`config.mk`:
```
export PLATFORM = sky130hd
export DESIGN_NAME = video_sync_detector_with_agc_unit_flat
export DESIGN_NICKNAME = d
export VERILOG_FILES = /design/src/sv/vsd_pkg.sv /design/src/sv/vsd_if.sv /design/src/sv/vsd_agc.sv /design/src/sv/video_sync_detector_with_agc_unit.sv /design/src/flat_wrapper.sv
export SDC_FILE = /design/constraint.sdc
export NUM_CORES = 1
export LEC_CHECK = 0
export ABC_AREA = 1
export CAP_MARGIN = 15
export CORE_MARGIN = 2
export CORE_UTILIZATION = 61
export CTS_CLUSTER_SIZE = 12
export DETAILED_ROUTE_END_ITERATION = 8
export DONT_BUFFER_PORTS = 1
export HOLD_SLACK_MARGIN = 0.03
export PLACE_DENSITY = 0.83
export SLEW_MARGIN = 20
export SYNTH_ARGS = -nofsm -noshare
export SYNTH_HDL_FRONTEND = slang
export SYNTH_SLANG_ARGS = --single-unit
```
`constraint.sdc`:
```
create_clock -name clk -period 15.6 [get_ports clk]
set_input_delay 3.9 -clock clk [delete_from_list [all_inputs] [get_ports clk]]
set_output_delay 3.9 -clock clk [all_outputs]
set_load 0.05 [all_outputs]
```
`src/sv/vsd_pkg.sv`:
```
`default_nettype none

package vsd_pkg;

  localparam int unsigned SAMPLE_W = 16;
  localparam int unsigned SUM_W    = 22;
  localparam int unsigned LEVEL_W  = 16;
  localparam int unsigned COUNT_W  = 17;
  localparam int unsigned PHASE_W  = 7;
  localparam int unsigned LINE_W   = 10;
  localparam int unsigned LEN_W    = 16;

  localparam int unsigned CFG_IDX_W  = 2;
  localparam int unsigned CFG_DATA_W = 16;

  localparam int unsigned MAX_LINE_SAMPLES = 65535;
  localparam int unsigned MAX_FRAME_LINES  = 1023;

  localparam logic [LEN_W-1:0]  LEN_CAP   = LEN_W'(MAX_LINE_SAMPLES);
  localparam logic [LINE_W-1:0] LINES_CAP = LINE_W'(MAX_FRAME_LINES);

  localparam int unsigned AGC_PERIOD = 100;
  localparam logic [PHASE_W-1:0] PHASE_LAST = PHASE_W'(AGC_PERIOD - 1);

  // sum / AGC_PERIOD as a multiply by a rounded-up reciprocal; exact for any SUM_W-bit sum
  localparam int unsigned RECIP_SHIFT = SUM_W + $clog2(AGC_PERIOD);
  localparam int unsigned RECIP_W     = RECIP_SHIFT - $clog2(AGC_PERIOD) + 1;
  localparam longint unsigned RECIP_MUL =
    ((64'd1 << RECIP_SHIFT) + AGC_PERIOD - 1) / AGC_PERIOD;

  localparam logic [LEN_W-1:0]   LINE_LENGTH_RST = 16'd1024;
  localparam logic [LINE_W-1:0]  FRAME_LINES_RST = 10'd625;
  localparam logic [LEVEL_W-1:0] LEVEL_RST       = 16'd16383;

  typedef enum logic [CFG_IDX_W-1:0] {
    CFG_LINE_LENGTH = 2'd0,
    CFG_FRAME_LINES = 2'd1,
    CFG_INTERLACED  = 2'd2
  } cfg_idx_t;

  typedef struct packed {
    logic               update;
    logic [LEVEL_W-1:0] level;
  } agc_upd_t;

endpackage

`default_nettype wire

```
`src/sv/vsd_if.sv`:
```
`default_nettype none

interface vsd_in_if;
  logic                                valid;
  logic                                ready;
  logic signed [vsd_pkg::SAMPLE_W-1:0] video_sample;

  modport source (output valid, output video_sample, input ready);
  modport sink   (input valid, input video_sample, output ready);
endinterface

interface vsd_out_if;
  logic valid;
  logic ready;
  logic hsync;
  logic field_now;
  logic locked;

  modport source (output valid, output hsync, output field_now, output locked,
                  input ready);
  modport sink   (input valid, input hsync, input field_now, input locked,
                  output ready);
endinterface

`default_nettype wire

```
`src/sv/vsd_agc.sv`:
```
`default_nettype none

module vsd_agc (
  input  logic [vsd_pkg::SUM_W-1:0]    level_sum,
  input  logic [vsd_pkg::SAMPLE_W:0]   mag,
  input  logic                         phase_zero,
  output logic [vsd_pkg::SUM_W-1:0]    sum_nxt,
  output vsd_pkg::agc_upd_t            upd
);
  import vsd_pkg::*;

  localparam int unsigned PROD_W = SUM_W + RECIP_W;

  logic [SUM_W:0]    sum_full;
  logic [SUM_W-1:0]  sum_sat;
  logic [PROD_W-1:0] prod;

  always_comb begin
    sum_full = {1'b0, level_sum} + (SUM_W+1)'(mag);
    sum_sat  = sum_full[SUM_W] ? '1 : sum_full[SUM_W-1:0];
    prod     = PROD_W'(sum_sat) * PROD_W'(RECIP_MUL);
    upd.update = phase_zero && (sum_sat != '0);
    upd.level  = LEVEL_W'(prod >> RECIP_SHIFT);
    sum_nxt    = upd.update ? '0 : sum_sat;
  end

endmodule

`default_nettype wire

```
`src/sv/video_sync_detector_with_agc_unit.sv`:
```
`default_nettype none

// channel   dir  payload                              transfer
// in_bus    in   video_sample (s16)                   valid & ready
// out_bus   out  hsync, field_now, locked             valid & ready
// cfg_*     in   cfg_index (2), cfg_data (16)         cfg_we
//
// One sample per cycle; each result comes from the output register, in the cycle
// after its sample. The AGC divide is a reciprocal multiply in the same cycle.
// in_bus.ready drops only while a result is held and out_bus.ready is low.
// Synchronous reset restores the register defaults; no clearing pass.
module video_sync_detector_with_agc_unit (
  input  logic                             clk,
  input  logic                             rst_n,
  input  logic                             cfg_we,
  input  logic [vsd_pkg::CFG_IDX_W-1:0]    cfg_index,
  input  logic [vsd_pkg::CFG_DATA_W-1:0]   cfg_data,
  vsd_in_if.sink                           in_bus,
  vsd_out_if.source                        out_bus
);
  import vsd_pkg::*;

  logic [LEN_W-1:0]   line_length_r;
  logic [LINE_W-1:0]  frame_lines_r;
  logic               interlaced_r;

  logic [SUM_W-1:0]   level_sum_r, level_sum_nxt;
  logic [LEVEL_W-1:0] level_r, level_nxt;
  logic               thr_init_r, thr_init_nxt;
  logic [COUNT_W-1:0] since_r, since_nxt;
  logic [PHASE_W-1:0] phase_r, phase_nxt;
  logic [LINE_W-1:0]  line_r, line_nxt;
  logic               field_r, field_nxt;
  logic               sync_r, sync_nxt;

  logic out_valid_r, out_start_r, out_field_r, out_locked_r;

  logic                        accept;
  logic signed [SAMPLE_W:0]    neg_x;
  logic [SAMPLE_W:0]           mag;
  logic [LEN_W-1:0]            len;
  logic [LINE_W-1:0]           lines;
  agc_upd_t                    upd;
  logic [LEVEL_W-1:0]          level_use;
  logic                        thr_init_use;
  logic signed [SAMPLE_W+3:0]  five_x;
  logic signed [SAMPLE_W+3:0]  three_q;
  logic                        below;
  logic                        start;
  logic [LINE_W:0]             line_inc;
  logic [COUNT_W-1:0]          since_inc;

  assign in_bus.ready = !out_valid_r || out_bus.ready;
  assign accept       = in_bus.valid && in_bus.ready;

  assign neg_x = -{in_bus.video_sample[SAMPLE_W-1], in_bus.video_sample};
  assign mag   = in_bus.video_sample[SAMPLE_W-1] ? $unsigned(neg_x)
                                                 : {1'b0, in_bus.video_sample};

  vsd_agc u_agc (
    .level_sum  (level_sum_r),
    .mag        (mag),
    .phase_zero (phase_r == '0),
    .sum_nxt    (level_sum_nxt),
    .upd        (upd)
  );

  always_comb begin
    len   = (line_length_r > LEN_CAP) ? LEN_CAP : line_length_r;
    lines = (frame_lines_r > LINES_CAP) ? LINES_CAP : frame_lines_r;

    level_use    = upd.update ? upd.level : level_r;
    thr_init_use = thr_init_r && !upd.update;

    // sample < -floor(3q/5)  <=>  5*(-sample) > 3q
    five_x  = ((SAMPLE_W+4)'(neg_x) <<< 2) + (SAMPLE_W+4)'(neg_x);
    three_q = $signed((SAMPLE_W+4)'({level_use, 1'b0}) + (SAMPLE_W+4)'(level_use));
    // power-up threshold is -32767: only full-scale negative lies below it
    below = thr_init_use ? (in_bus.video_sample[SAMPLE_W-1] &&
                            (in_bus.video_sample[SAMPLE_W-2:0] == '0))
                         : (five_x > three_q);
    start = below && (since_r > COUNT_W'(len >> 1));

    line_inc  = {1'b0, line_r} + (LINE_W+1)'(1);
    since_inc = (since_r == '1) ? since_r : since_r + COUNT_W'(1);

    level_nxt    = level_use;
    thr_init_nxt = thr_init_use;
    line_nxt     = line_r;
    field_nxt    = field_r;
    sync_nxt     = sync_r;
    if (start) begin
      sync_nxt  = 1'b1;
      since_nxt = '0;
      phase_nxt = '0;
      if (line_inc >= (LINE_W+1)'(lines)) begin
        line_nxt = '0;
        if (interlaced_r) begin
          field_nxt = !field_r;
        end
      end else begin
        line_nxt = line_inc[LINE_W-1:0];
      end
    end else begin
      since_nxt = since_inc;
      phase_nxt = (phase_r == PHASE_LAST) ? '0 : phase_r + PHASE_W'(1);
      if (since_inc > {len, 1'b0}) begin
        sync_nxt = 1'b0;
      end
    end
  end

  always_ff @(posedge clk) begin
    if (!rst_n) begin
      line_length_r <= LINE_LENGTH_RST;
      frame_lines_r <= FRAME_LINES_RST;
      interlaced_r  <= 1'b1;
    end else if (cfg_we) begin
      case (cfg_index)
        CFG_LINE_LENGTH: line_length_r <= cfg_data;
        CFG_FRAME_LINES: frame_lines_r <= cfg_data[LINE_W-1:0];
        CFG_INTERLACED:  interlaced_r  <= cfg_data[0];
        default: ;
      endcase
    end
  end

  always_ff @(posedge clk) begin
    if (!rst_n) begin
      level_sum_r <= '0;
      level_r     <= LEVEL_RST;
      thr_init_r  <= 1'b1;
      since_r     <= '0;
      phase_r     <= '0;
      line_r      <= '0;
      field_r     <= 1'b0;
      sync_r      <= 1'b0;
    end else if (accept) begin
      level_sum_r <= level_sum_nxt;
      level_r     <= level_nxt;
      thr_init_r  <= thr_init_nxt;
      since_r     <= since_nxt;
      phase_r     <= phase_nxt;
      line_r      <= line_nxt;
      field_r     <= field_nxt;
      sync_r      <= sync_nxt;
    end
  end

  always_ff @(posedge clk) begin
    if (!rst_n) begin
      out_valid_r <= 1'b0;
    end else if (accept) begin
      out_valid_r <= 1'b1;
    end else if (out_bus.ready) begin
      out_valid_r <= 1'b0;
    end
  end

  always_ff @(posedge clk) begin
    if (accept) begin
      out_start_r  <= start;
      out_field_r  <= field_r;
      out_locked_r <= sync_nxt;
    end
  end

  assign out_bus.valid     = out_valid_r;
  assign out_bus.hsync     = out_start_r;
  assign out_bus.field_now = out_field_r;
  assign out_bus.locked    = out_locked_r;

endmodule

`default_nettype wire

```
`src/flat_wrapper.sv`:
```
// flat-port wrapper written by rule: the top's interface ports become plain ports
module video_sync_detector_with_agc_unit_flat import vsd_pkg::*;
  (clk, rst_n, cfg_we, cfg_index, cfg_data, in_bus_valid, in_bus_video_sample, in_bus_ready, out_bus_valid, out_bus_hsync, out_bus_field_now, out_bus_locked, out_bus_ready);
  vsd_in_if in_bus_i ();
  vsd_out_if out_bus_i ();
  input  logic clk;
  input  logic rst_n;
  input  logic cfg_we;
  input  logic [vsd_pkg::CFG_IDX_W-1:0] cfg_index;
  input  logic [vsd_pkg::CFG_DATA_W-1:0] cfg_data;
  input wire logic [$bits(in_bus_i.valid)-1:0] in_bus_valid;
  input wire logic [$bits(in_bus_i.video_sample)-1:0] in_bus_video_sample;
  output wire logic [$bits(in_bus_i.ready)-1:0] in_bus_ready;
  output wire logic [$bits(out_bus_i.valid)-1:0] out_bus_valid;
  output wire logic [$bits(out_bus_i.hsync)-1:0] out_bus_hsync;
  output wire logic [$bits(out_bus_i.field_now)-1:0] out_bus_field_now;
  output wire logic [$bits(out_bus_i.locked)-1:0] out_bus_locked;
  input wire logic [$bits(out_bus_i.ready)-1:0] out_bus_ready;
  assign in_bus_i.valid = in_bus_valid;
  assign in_bus_i.video_sample = in_bus_video_sample;
  assign in_bus_ready = in_bus_i.ready;
  assign out_bus_valid = out_bus_i.valid;
  assign out_bus_hsync = out_bus_i.hsync;
  assign out_bus_field_now = out_bus_i.field_now;
  assign out_bus_locked = out_bus_i.locked;
  assign out_bus_i.ready = out_bus_ready;
  video_sync_detector_with_agc_unit u_core (.clk(clk), .rst_n(rst_n), .cfg_we(cfg_we), .cfg_index(cfg_index), .cfg_data(cfg_data), .in_bus(in_bus_i), .out_bus(out_bus_i));
endmodule
```
# Word-level counts from Yosys, hierarchy flattened
# Cells that the tools add are included.
# Widths: inputs -> output; s select.
# word_totals
ff_bits,106
latchBits,0
ramBits,0
romBits,0
output_inout_bits,5
memories,0
# op_classes
add_sub_neg,7
n_mul,1
n_div,0
magnitude_cmp,6
n_eq_ne,4
shift,0
n_mux,16
bitwise,0
n_reduce_logical,19
# ops
op,count
$mux 17,3
$mul 22x22->44 const B,1
$mux 22,2
$mux 16,2
$add 22x17->23,1
$reduce_bool 22->1,1
$add 19x17->20,1
$gt 20x20->1,1
$mux 10,2
$add 17x16->18,1
$add 17x1->17 const B,1
$eq 17x17->1 const B,1
$gt 17x15->1,1
$gt 17x17->1,1
$neg 17->17,1
$gt 16x16->1 const B,1
$logic_not 15->1,1
$mux 7,2
$add 10x1->11 const B,1
$ge 11x10->1,1
$gt 10x10->1 const B,1
$reduce_and 2->1,4
$add 7x1->7 const B,1
$eq 7x7->1 const B,1
10 further kinds,20

# Depth between registers and ports, before layout
# depth
ltp_word,12
depth_mapped,82

# Modules after synthesis
# A second synthesis with hierarchy kept.
# hier_totals
hier_cells,2701
hier_area_um2,19498.7
# by_module_without_submodules
module,n_inst,cells_per_inst,area_each_um2,seq_area_each_um2
vsd_agc,1,1557,11541.1,0.0
video_sync_detector_with_agc_unit,1,1144,7957.6,2152.1

# Worst setup path before layout
# Ideal clock, no wire load.
# synth_timing
path_kind,in2reg
from,in in_bus_video_sample[0]
to,reg u_core.line_r[5]
t_arrival_ns,14.712
setup_slack_ns,0.756
cell_stages,71
n_path_buf,2
path_cell_list,inv_1 > ha_1 > nand4_1 > nor2_1 > nand2_1 > nor2_1 > nand3b_1 > nor2_1 > inv_1 > nor2_1 > nand2_1 > nor2_1 > inv_1 > nor3_1 > ha_1 > ha_1 > nand2_1 > nor2_1 > [35 not listed] > o21ai_2 > nand3_1 > nand3_1 > nand2_1 > nand2_1 > ha_1 > nand4_1 > nor3_1 > nand3_1 > nand3_1 > nand2_1 > nor2_1 > nor2_1 > nor2_4 > nand2_1 > buf_4 > nand2_1 > a21oi_1
# synth_via
elab_chain_cells,12
# synth_rtl
element,line_no,rtl
from (decl),flat_wrapper.sv:12,input wire logic [$bits(in_bus_i.video_sample)-1:0] in_bus_video_sample;
$neg 17->17,video_sync_detector_with_agc_unit.sv:56,"assign neg_x = -{in_bus.video_sample[SAMPLE_W-1], in_bus.video_sample};"
$mux 17 *,video_sync_detector_with_agc_unit.sv:57,assign mag = in_bus.video_sample[SAMPLE_W-1] ? $unsigned(neg_x)
$add 22x17->23 *,vsd_agc.sv:19,"sum_full = {1'b0, level_sum} + (SUM_W+1)'(mag);"
$mux 22 *,vsd_agc.sv:20,sum_sat = sum_full[SUM_W] ? '1 : sum_full[SUM_W-1:0];
branches (longest 2 deep; another with $mul 22x22->44),--,
$mux 16 *,video_sync_detector_with_agc_unit.sv:72,level_use = upd.update ? upd.level : level_r;
named net u_core.level_nxt[2],video_sync_detector_with_agc_unit.sv:28,"logic [LEVEL_W-1:0] level_r, level_nxt;"
$add 17x16->18 *,video_sync_detector_with_agc_unit.sv:77,"three_q = $signed((SAMPLE_W+4)'({level_use, 1'b0}) + (SAMPLE_W+4)'(level_use));"
$gt 20x20->1 *,video_sync_detector_with_agc_unit.sv:81,: (five_x > three_q);
$mux 1 *,video_sync_detector_with_agc_unit.sv:79,below = thr_init_use ? (in_bus.video_sample[SAMPLE_W-1] &&
$logic_and 1x1->1 *,video_sync_detector_with_agc_unit.sv:82,start = below && (since_r > COUNT_W'(len >> 1));
$reduce_and 2->1 (no source line) *,--,
to (signal assigned),video_sync_detector_with_agc_unit.sv:144,line_r <= line_nxt;
to (decl),video_sync_detector_with_agc_unit.sv:32,"logic [LINE_W-1:0] line_r, line_nxt;"
# Mark *: on every way through the listed nets, which the timed path passes.
# A chain may end at the register's enable or synchronous reset.

# Worst setup path in the final report
# layout_timing
from,in in_bus_video_sample[0]
to,reg u_core.since_r[12]
# layout_via
elab_chain_cells,12
# layout_rtl
element,line_no,rtl
$neg 17->17,video_sync_detector_with_agc_unit.sv:56,
$mux 17 *,video_sync_detector_with_agc_unit.sv:57,
$add 22x17->23 *,vsd_agc.sv:19,
$mux 22 *,vsd_agc.sv:20,
branches (longest 2 deep; another with $mul 22x22->44),--,
$mux 16 *,video_sync_detector_with_agc_unit.sv:72,
named net u_core.level_nxt[2],video_sync_detector_with_agc_unit.sv:28,
$add 17x16->18 *,video_sync_detector_with_agc_unit.sv:77,
$gt 20x20->1 *,video_sync_detector_with_agc_unit.sv:81,
$mux 1 *,video_sync_detector_with_agc_unit.sv:79,
$logic_and 1x1->1 *,video_sync_detector_with_agc_unit.sv:82,
$mux 17 *,video_sync_detector_with_agc_unit.sv:92,if (start) begin
to (signal assigned),video_sync_detector_with_agc_unit.sv:142,since_r <= since_nxt;
to (decl),video_sync_detector_with_agc_unit.sv:30,"logic [COUNT_W-1:0] since_r, since_nxt;"
# Marked as above.

==> flow_metrics.tcl <==
set metrics [dict create \
    remaining_drc_errors 0 \
    r2r_start "u_core.level_sum_r[2]$_SDFFE_PN0P_" \
    post-dp-hpwl_um 44590 \
    hold_viol_final 0 \
    routedWlPerCell_um 16.87 \
    tightest_slew_ns 0.9053 \
    cts_tree "done" \
    grt_antenna_before_repair 0 \
    vias_per_cell 5.540 \
    synthCells 2720 \
    maxCapViolCount 0 \
    endpoint_kind "register" \
    drt-pass1-iter-count 5 \
    ys_warn_count 0 \
    dieHeight_um 182.5 \
    criticalPathCategory "input pin to register" \
    cts_root_buffer "clkbuf_16" \
    multiInputGateArea_sq_um 15580 \
    setup_viol 0 \
    post-route-min-period_ns 15.16 \
    rows 65 \
    max_stage_delay_ns 0.55 \
    synth_ff_type "dfxtp_1" \
    relSlewSlack_pct 39.18 \
    avgSynthCellArea_sq_um 7.145 \
    grt_max_degree 82 \
    async_flop_share_pct 0 \
    synth_edf_count 3 \
    final_antenna_net_count 0 \
    cp.required_ns 15.89 \
    crit_path_start_kind "input pin" \
    synth_area_leader_cell "ha_1" \
    initial_core_util_pct 61.75 \
    postLayoutCellArea_sq_um 22060 \
    cp_data_arrival_time_ns 15.45 \
    clock_sinks 106 \
    setup_ws_ns 0.4381 \
    finalSetupTns_ns 0 \
    place_ws_ns -0.2714 \
    synth_area_leaders "ha_1 23%, fa_1 18%, inv_1 12%" \
    layout-drive-gt1-share_pct 13.16 \
    cts_buffers 9 \
    final_max_slew_viol_count 0 \
    gp_congestion 1.015 \
    cp_slowest_cell "fa_1" \
    worstHoldEndpoint "u_core.frame_lines_r[8]$_SDFFE_PN0P_" \
    path_buf_inv 12 \
    die_w_um 182.5 \
    coreArea_sq_um 31470 \
    worst_hold_path.num_cells 2 \
    synth_top_area_share_pct 23.05 \
    ys_types 51 \
    vias 17930 \
    grt_pass1_vias 17390 \
    crit_family "adder cells" \
    die_area_sq_um 33300 \
    outcome "finished, final reports clean" \
    pin_count 44 \
    fin_crit_sh_pct 97.19 \
    placed_area_sq_um 20530 \
    seq_area_frac_synth_pct 11.07 \
    fillers 2473 \
    grt_pass1_wl_um 84690 \
    port-buffer-count 0 \
    rrSetupSlack_ns 4.73 \
    drt_iter0_markers 1454 \
    synth_area_sq_um 19430 \
    syn_to_final_growth_pct 13.53 \
    synth-seq-cells 106 \
    clock_path_buffers 2 \
    r2r-end "u_core.since_r[12]$_SDFFE_PN0P_" \
    grtUsageTotal_pct 31.93 \
    crit_path_frequent_cell "nand2_1" \
    min_from "u_core.frame_lines_r[8]$_SDFFE_PN0P_" \
    final_util_pct 70.10 \
    htree_levels 3 \
    cts.reportedPaths.clkPinSlew_ns 0.09 \
    skew_ns 0.02590 \
    hp-class "register to register" \
    synthesis.nets 3296 \
    wl_um 54580 \
    worstPathMaxFanout 7 \
    max_freq_mhz 65.95 \
    rr_worst_depth 62 \
    fin_nets 3405 \
    regArea_sq_um 2152 \
    clock_latency_ns 0.38 \
    n_antenna_cell 0 \
    gr-total-overflow 0 \
]
## metrics by stage
stage / hold slack [ns] / std cells
final: 0.4651 / 3236
after CTS: 0.4649 / 3205
after global routing: 0.4933 / 3236
after floorplan: 0.4305 / 2720
after global placement: 0.4424 / 3189
after detailed placement: 0.4523 / 3189
## layout make-up
cell class	instances	area share, %
clock inverters	7	0.4026
flip-flops and latches	106	9.754
well taps	402	2.280
repair buffers	134	4.945
clock buffers	9	1.021
multi-input cells	1937	70.64
inverters	641	10.96
## cell families after synthesis
group	count (synthesis)	share of synthesized area (%)
xor gates and xnor gates	66	2.974
and+or+nand+nor	976	21.19
adders and majority gates	537	41.49
muxes	1	0.05151
DFF	106	11.07
AOI/OAI and AO/OA	357	9.902
buffers and inverters	677	13.33
## cell usage in the layout, fill, tap and decap left out, types with 7 or more instances in the layout
cell / n
dfxtp_1: 103
nand2_1: 586
nand3_1: 75
inv_2: 21
o211ai_1: 10
ha_1: 324
fa_1: 170
nor2_4: 12
a21oi_1: 184
buf_4: 122
o21ai_0: 89
ha_2: 8
nor2_2: 23
nand4_1: 38
inv_1: 612
nor3_1: 23
a21oi_2: 21
nand3b_1: 8
or2_2: 9
buf_6: 8
o21ai_2: 7
nand3_2: 10
clkbuf_16: 11
nand2_2: 43
nor2_1: 125
fa_2: 9
ha_4: 26
o21ai_1: 9
xor2_1: 42
xnor2_1: 20
## what timing repair did
action | CTS | global route
resized for setup | 0 | 220
endpoints found under the setup margin | 0 | 38
buffers inserted | 0 | 30
hold buffers | 0 | 0
## Yosys cell counts, types with 8 or more instances
master      n
inv_1     632
clkbuf_1   27
xor2_1     45
o211ai_1   10
fa_1      179
o21ai_0    98
nand2_2    14
nand2_1   618
a21oi_1   206
or2_2       9
nor3_1     27
nand3_1    86
nand3b_1    8
xnor2_1    21
ha_1      358
dfxtp_1   103
nor2_1    152
nand4_1    38
## routing by layer
layer  global-route usage (%)  vias to the layer above  part of all wire (%)
met1                    40.08                     8355                    41
met5                        0                        -                     0
li1                         -                     8730                     -
met4                    12.74                        0                   5.0
met3                    5.009                      168                   6.2
met2                    55.00                      673                    48
## worst min-delay path: stages (launching register included)
cell	delay, ns
dfxtp_1	0.30
inv_1	0.06
a21oi_1	0.06
## how the worst max path moves through the flow
stage,slack (ns),startpoint,end,depth (start not counted)
after floorplan,0.76,in_bus_video_sample[0],u_core.line_r[5]$_SDFFE_PN0P_,71
after global placement,-0.12,in_bus_video_sample[0],u_core.since_r[15]$_SDFFE_PN0P_,67
after detailed placement,-0.27,in_bus_video_sample[0],u_core.line_r[6]$_SDFFE_PN0P_,72
after CTS,0.02,in_bus_video_sample[0],u_core.line_r[8]$_SDFFE_PN0P_,72
after global routing,-0.36,in_bus_video_sample[0],u_core.since_r[9]$_SDFFE_PN0P_,77
final,0.44,in_bus_video_sample[0],u_core.since_r[12]$_SDFFE_PN0P_,72
## flip-flops by register name, summed over array words and instances (netlist names)
name / count
u_core.phase_r: 7
u_core.line_length_r: 16
u_core.out_bus.hsync: 1
u_core.thr_init_r: 1
u_core.sync_r: 1
u_core.frame_lines_r: 10
u_core.out_bus.field_now: 1
u_core.out_bus.valid: 1
u_core.field_r: 1
u_core.out_bus.locked: 1
u_core.since_r: 17
u_core.interlaced_r: 1
u_core.line_r: 10
u_core.level_sum_r: 22
u_core.level_r: 16
Power is not shown: default switching activity piles up to over one toggle a cycle in this logic, so the estimate is an artifact.
